==> src/rtl/core/mlic_pkg.sv <==
// ----------------------------------------------------------------------------
// mlic_pkg
// Shared types, codes and constants of the marker list intersect counter.
// ----------------------------------------------------------------------------
package mlic_pkg;

  localparam int ROW_TABLE_DEPTH_DEF    = 1024;
  localparam int COLUMN_TABLE_DEPTH_DEF = 4096;
  localparam int MARKER_DEPTH_DEF       = 1024;

  localparam int MODE_W   = 2;
  localparam int ADDR_W   = 12;
  localparam int VALUE_W  = 13;
  localparam int BASE_W   = 10;
  localparam int ROWNUM_W = 10;
  localparam int TOTAL_W  = 24;
  localparam int OFFSET_W = 13;
  localparam int COL_W    = 10;
  localparam int MARKER_W = 11;
  localparam int ROW_W    = 11;

  typedef logic [MODE_W-1:0] mode_t;

  localparam mode_t MODE_WR_ROW = 2'd0;
  localparam mode_t MODE_WR_COL = 2'd1;
  localparam mode_t MODE_CLEAR  = 2'd2;
  localparam mode_t MODE_COUNT  = 2'd3;

  localparam logic [MARKER_W-1:0] MARKER_EMPTY = 11'h7FF;
  localparam logic [TOTAL_W-1:0]  TOTAL_MAX    = 24'hFFFFFF;

  // Which row a span lookup serves
  typedef logic [1:0] phase_t;

  localparam phase_t PHASE_AC = 2'd0;
  localparam phase_t PHASE_AB = 2'd1;
  localparam phase_t PHASE_BC = 2'd2;

  typedef struct packed {
    logic   cap;
    phase_t phase;
    logic   span_empty;
    logic   row_rd_lo;
    logic   row_rd_hi;
    logic   span_cap_lo;
    logic   span_cap_hi;
    logic   col_rd_a;
    logic   col_rd_b;
    logic   stamp_wr;
    logic   b_lat;
    logic   mk_rd;
    logic   cmp;
    logic   clr_step;
    logic   out_load;
  } ctrl_cmd_t;

  typedef struct packed {
    logic row_bad;
    logic a_more;
    logic b_more;
    logic clr_more;
  } dp_status_t;

endpackage

==> src/rtl/core/mlic_ctrl.sv <==
// ----------------------------------------------------------------------------
// mlic_ctrl
// Sequencer: runs marker clear sweeps, walks row spans, stamps markers, intersects lists,
// and hands the finished count to the result register.
// ----------------------------------------------------------------------------
module mlic_ctrl (
  input  logic                   clk,
  input  logic                   rst_n,
  input  logic                   in_valid,
  input  mlic_pkg::mode_t        in_mode,
  output logic                   in_ready,
  input  logic                   out_ready,
  output logic                   out_valid,
  output mlic_pkg::ctrl_cmd_t    cmd,
  input  mlic_pkg::dp_status_t   sts
);
  import mlic_pkg::*;

  localparam logic [3:0] S_IDLE     = 4'd0;
  localparam logic [3:0] S_CLR      = 4'd1;
  localparam logic [3:0] S_SPAN_LO  = 4'd2;
  localparam logic [3:0] S_SPAN_HI  = 4'd3;
  localparam logic [3:0] S_SPAN_CAP = 4'd4;
  localparam logic [3:0] S_ST_RD    = 4'd5;
  localparam logic [3:0] S_ST_WR    = 4'd6;
  localparam logic [3:0] S_A_RD     = 4'd7;
  localparam logic [3:0] S_A_LAT    = 4'd8;
  localparam logic [3:0] S_B_RD     = 4'd9;
  localparam logic [3:0] S_B_MK     = 4'd10;
  localparam logic [3:0] S_B_CMP    = 4'd11;
  localparam logic [3:0] S_DONE     = 4'd12;

  logic [3:0] state_r, state_nxt;
  phase_t     phase_r, phase_nxt;
  logic       out_valid_r, out_valid_nxt;
  logic [3:0] loop_st;

  // Where a finished span lookup continues
  always_comb begin
    unique case (phase_r)
      PHASE_AC: loop_st = S_ST_RD;
      PHASE_AB: loop_st = S_A_RD;
      default:  loop_st = S_B_RD;
    endcase
  end

  always_comb begin
    cmd       = '0;
    cmd.phase = phase_r;
    state_nxt = state_r;
    phase_nxt = phase_r;

    unique case (state_r)
      S_IDLE: begin
        if (in_valid) begin
          cmd.cap = 1'b1;
          unique case (in_mode)
            MODE_CLEAR: state_nxt = S_CLR;
            MODE_COUNT: begin
              state_nxt = S_SPAN_LO;
              phase_nxt = PHASE_AC;
            end
            default: state_nxt = S_IDLE;
          endcase
        end
      end
      S_CLR: begin
        if (sts.clr_more) begin
          cmd.clr_step = 1'b1;
        end else begin
          state_nxt = S_IDLE;
        end
      end
      S_SPAN_LO: begin
        if (sts.row_bad) begin
          cmd.span_empty = 1'b1;
          state_nxt      = loop_st;
        end else begin
          cmd.row_rd_lo = 1'b1;
          state_nxt     = S_SPAN_HI;
        end
      end
      S_SPAN_HI: begin
        cmd.row_rd_hi   = 1'b1;
        cmd.span_cap_lo = 1'b1;
        state_nxt       = S_SPAN_CAP;
      end
      S_SPAN_CAP: begin
        cmd.span_cap_hi = 1'b1;
        state_nxt       = loop_st;
      end
      S_ST_RD: begin
        if (sts.a_more) begin
          cmd.col_rd_a = 1'b1;
          state_nxt    = S_ST_WR;
        end else begin
          phase_nxt = PHASE_AB;
          state_nxt = S_SPAN_LO;
        end
      end
      S_ST_WR: begin
        cmd.stamp_wr = 1'b1;
        state_nxt    = S_ST_RD;
      end
      S_A_RD: begin
        if (sts.a_more) begin
          cmd.col_rd_a = 1'b1;
          state_nxt    = S_A_LAT;
        end else begin
          state_nxt = S_DONE;
        end
      end
      S_A_LAT: begin
        cmd.b_lat = 1'b1;
        phase_nxt = PHASE_BC;
        state_nxt = S_SPAN_LO;
      end
      S_B_RD: begin
        if (sts.b_more) begin
          cmd.col_rd_b = 1'b1;
          state_nxt    = S_B_MK;
        end else begin
          phase_nxt = PHASE_AB;
          state_nxt = S_A_RD;
        end
      end
      S_B_MK: begin
        cmd.mk_rd = 1'b1;
        state_nxt = S_B_CMP;
      end
      S_B_CMP: begin
        cmd.cmp   = 1'b1;
        state_nxt = S_B_RD;
      end
      S_DONE: begin
        // hold until the result register is free
        if (!out_valid_r || out_ready) begin
          cmd.out_load = 1'b1;
          state_nxt    = S_IDLE;
        end
      end
      default: state_nxt = S_IDLE;
    endcase
  end

  always_comb begin
    out_valid_nxt = out_valid_r;
    if (cmd.out_load) begin
      out_valid_nxt = 1'b1;
    end else if (out_ready) begin
      out_valid_nxt = 1'b0;
    end
  end

  always_ff @(posedge clk) begin
    if (!rst_n) begin
      state_r     <= S_CLR;
      phase_r     <= PHASE_AC;
      out_valid_r <= 1'b0;
    end else begin
      state_r     <= state_nxt;
      phase_r     <= phase_nxt;
      out_valid_r <= out_valid_nxt;
    end
  end

  assign in_ready  = (state_r == S_IDLE);
  assign out_valid = out_valid_r;

endmodule

==> config.mk <==
export PLATFORM = sky130hd
export DESIGN_NAME = mlic_ctrl
export DESIGN_NICKNAME = d
export VERILOG_FILES = /design/src/rtl/core/mlic_pkg.sv /design/src/rtl/core/mlic_ctrl.sv
export SDC_FILE = /design/constraint.sdc
export NUM_CORES = 1
export LEC_CHECK = 0
export BUFFER_PORTS_ARGS = -buffer_cell sky130_fd_sc_hd__clkbuf_2
export CAP_MARGIN = 20
export CORE_ASPECT_RATIO = 0.9
export CORE_MARGIN = 2
export CORE_UTILIZATION = 35
export CTS_CLUSTER_SIZE = 14
export DETAILED_ROUTE_END_ITERATION = 8
export GPL_ROUTABILITY_DRIVEN = 0
export PLACE_DENSITY = 0.69
export SLEW_MARGIN = 15
export SYNTH_ARGS = -nofsm -noshare
export SYNTH_HDL_FRONTEND = slang
export SYNTH_SLANG_ARGS = --single-unit
==> constraint.sdc <==
create_clock -name clk -period 1.6 [get_ports clk]
set_clock_uncertainty 0.15 [all_clocks]
set_input_delay 0.08 -clock clk [delete_from_list [all_inputs] [get_ports clk]]
set_output_delay 0.08 -clock clk [all_outputs]
set_load 0.02 [all_outputs]
==> out/metrics.yaml <==
timing:
  report.final.slew_viol_count: 0
  slew_headroom_pct: 75.4
  min_period_over_period_pct: 103
  grt_setup_unrepaired: "yes"
  setup_viol_count_final: 12
  worst_slack_ns: -0.0540
  max_freq_mhz: 605
  min_period_ns: 1.65
  tightestPinTransition_ns: 0.368
  timing_hold_violations_final: 0
  finalHoldWorstSlack_ns: 0.0203
synthesis:
  synthesis.area_per_instance_um2: 7.56
  ys.warnings.count: 0
  synth_top_cell_area_share_pct: 19.1
  netlist_area_um2: 733
  yosysTopAreaCell: "dfxtp_1"
  mappedNetlistNets: 111
  async_flop_share_pct: 0
  synthCells: 97
  ys_seq_elements: 7
  netlist_top_cells_count: "7 x and3_1, 7 x dfxtp_1, 7 x nor2_1, 7 x nor2b_1"
  ys_seq_area_share_pct: 19.1
  synth_edf_count: 0
  post_synth_main_area_contributors: "dfxtp_1 19%, ha_1 6.8%, and3_1 6.0%"
  ys_types: 36
  synth_ff_type: "dfxtp_1"
status:
  status: "finished, violations left"
  violated_checks: "negative setup slack"
min_path:
  worstHoldPathType: "input pin to flop"
  min-delay-start: "in_mode[1]"
grt:
  grt.overflow.total: 0
  grt_pass1_wl_mm: 3.52
  grt.met2_usage_pct: 33.4
  grt_antenna_before_repair: 0
  first_global_vias: 770
  grt_use_met3_pct: 4.06
  top_usage_layer: "met2"
  track_usage_pct: 19.3
  met1_usage_pct: 25.9
  maximum_number_of_pins_on_one_net_before_global_route_repair: 13
clocking:
  cts.root.buffer_cell: "clkbuf_4"
  cts_sinks: 7
  h-tree-depth: 1
  tritoncts.num_buffers: 3
  clkSlewWorstSetupHoldPaths_ns: 0.06
  insertion_delay_of_the_later_clocked_pin_in_the_worst_skew_pair_ns: 0.26
  cts-root-to-sink-buffers: 2
  clock_tree_from_tritoncts: "done"
worst_setup_path:
  timing.rr.start: "state_r[3]$_SDFFE_PN0P_"
  critical_path.startpoint_type: "flop"
  critical_path_peak_fanout: 6
  critPathCaptureType: "flop"
  critPathKind: "flop to flop"
  arrival_ns: 1.65
  timing.critical_path.from: "state_r[3]$_SDFFE_PN0P_"
  cp.required_ns: 1.60
drt:
  dr_total_vias: 893
  drt-wirelength-per-cell_um: 14.6
  antenna_left: 0
  routed_wl_mm: 2.44
  detail_route.vias_per_cell: 5.35
  detailedRoute.firstPassIterationCount: 4
  drt_drc_violations_left: 0
  drt_iter0_markers: 30
cells_and_area:
  layout_fillers: 162
  multi_input_gate_area_in_the_final_layout_um2: 634
  flow.area_growth_from_synthesis_pct: 69.3
  post_route_cells_drive_above_1_share_pct: 54.2
  regArea_um2: 148
  final_net_count: 157
  num_antenna_cells: 0
floorplan:
  die-area_um2: 2480
  die-height_um: 47.4
  initial_utilization_pct: 37.6
  placement_rows: 15
  dieWidth_um: 52.2
  io-pin-count: 28
  area_of_the_core_um2: 1950
power:
  power_per_cell_area_nw_per_um2: 433
  vdd.ir_drop.worst_v: 0.000433
  finalPower_w: 0.000538
  power.static_leakage_nw: 0.554
place:
  hpwlAfterDp_mm: 1.65
  port_buffers: 27
run:
  timing.max_cap.violations: 0
==> cell families (layout without fill, tap and decap cells) <==
kind of cell | after synthesis | count (layout) | synth area share (%)
adder cells (fa/ha/maj) | 4 | 4 | 6.83
flip-flops | 7 | 7 | 19.1
AND/OR/NAND/NOR | 48 | 48 | 38.4
multiplexers | 1 | 1 | 1.37
AO/OA/AOI/OAI | 24 | 24 | 25.1
buffers and inverters | 13 | 58 | 9.21
==> power by group <==
part	internal, W	switching, W
Sequential	0.000177	0.00000666
Combinational	0.0000938	0.0000917
Clock	0.0000919	0.0000763
Total	0.000363	0.000175
==> registers in the layout, summed over array words and instances (netlist names) <==
| register | flops |
|---|---|
| out_valid | 1 |
| state_r | 4 |
| phase_r | 2 |
==> timing repair <==
| action | 4_1_cts | 5_1_grt |
|---|---|---|
| gates resized for setup | 37 | 16 |
| pin swaps | 3 | 2 |
| hold buffers | 1 | 0 |
| gates cloned | 0 | 0 |
| hold endpoints to repair | 2 | 0 |
| endpoints found under the setup margin | 20 | 19 |
| buffers inserted | 3 | 1 |
==> final cells by class <==
class                   count  area share (%)
clock buffers               3            1.81
clock inverters             1           0.403
inverters                   4            1.41
multi-input cells          77            51.1
flip-flops and latches      7            11.9
well taps                  25            2.52
repair buffers             50            30.8
==> routing by layer <==
metal	up-vias	part of all wire, %	wire [µm]
met5	-	0	0
met4	0	0.33	8
met3	2	5.8	141
met2	29	51	1240
met1	429	43	1050
li1	433	-	-
==> final timing paths <==
kind	to	slack (ns)	cells past startpoint
worst max-delay path	phase_r[1]$_SDFFE_PN0P_	-0.05	6
worst min-delay path	state_r[1]$_SDFFE_PN0P_	0.02	3
worst max register to register	phase_r[1]$_SDFFE_PN0P_	-0.05	6
worst min register to register	phase_r[0]$_SDFFE_PN0P_	0.35	2
==> cell usage in the layout (no fill, tap or decap), types with 4 or more instances in the layout <==
master    instances
buf_6             4
a21oi_1           5
clkbuf_4          7
nor2_1            7
buf_4            19
nand2b_1          6
nand2_1           6
ha_4              4
clkbuf_2         17
and3_1            6
==> per-stage QoR <==
step                      utilization [%]  setup slack (ns)  setup TNS [ns]  instance area (µm²)  cells
after floorplan                         -           0.00176               0                  747     97
after global placement               51.0            -0.104          -0.179                  995    158
after detailed placement             51.0           -0.0996          -0.256                  995    158
after CTS                            61.7           -0.0607          -0.245                 1200    166
after global routing                 63.6            -0.114           -1.13                 1240    167
final                                63.6           -0.0540          -0.255                 1240    167
==> worst max-delay path: stages, from the launching register on <==
cell     delay [ns]
dfxtp_4        0.37
inv_4          0.09
ha_4           0.16
or4b_4         0.48
o21ai_4        0.09
a31oi_2        0.07
mux2i_1        0.14
Note: power is estimated with default switching activity, not from simulation.
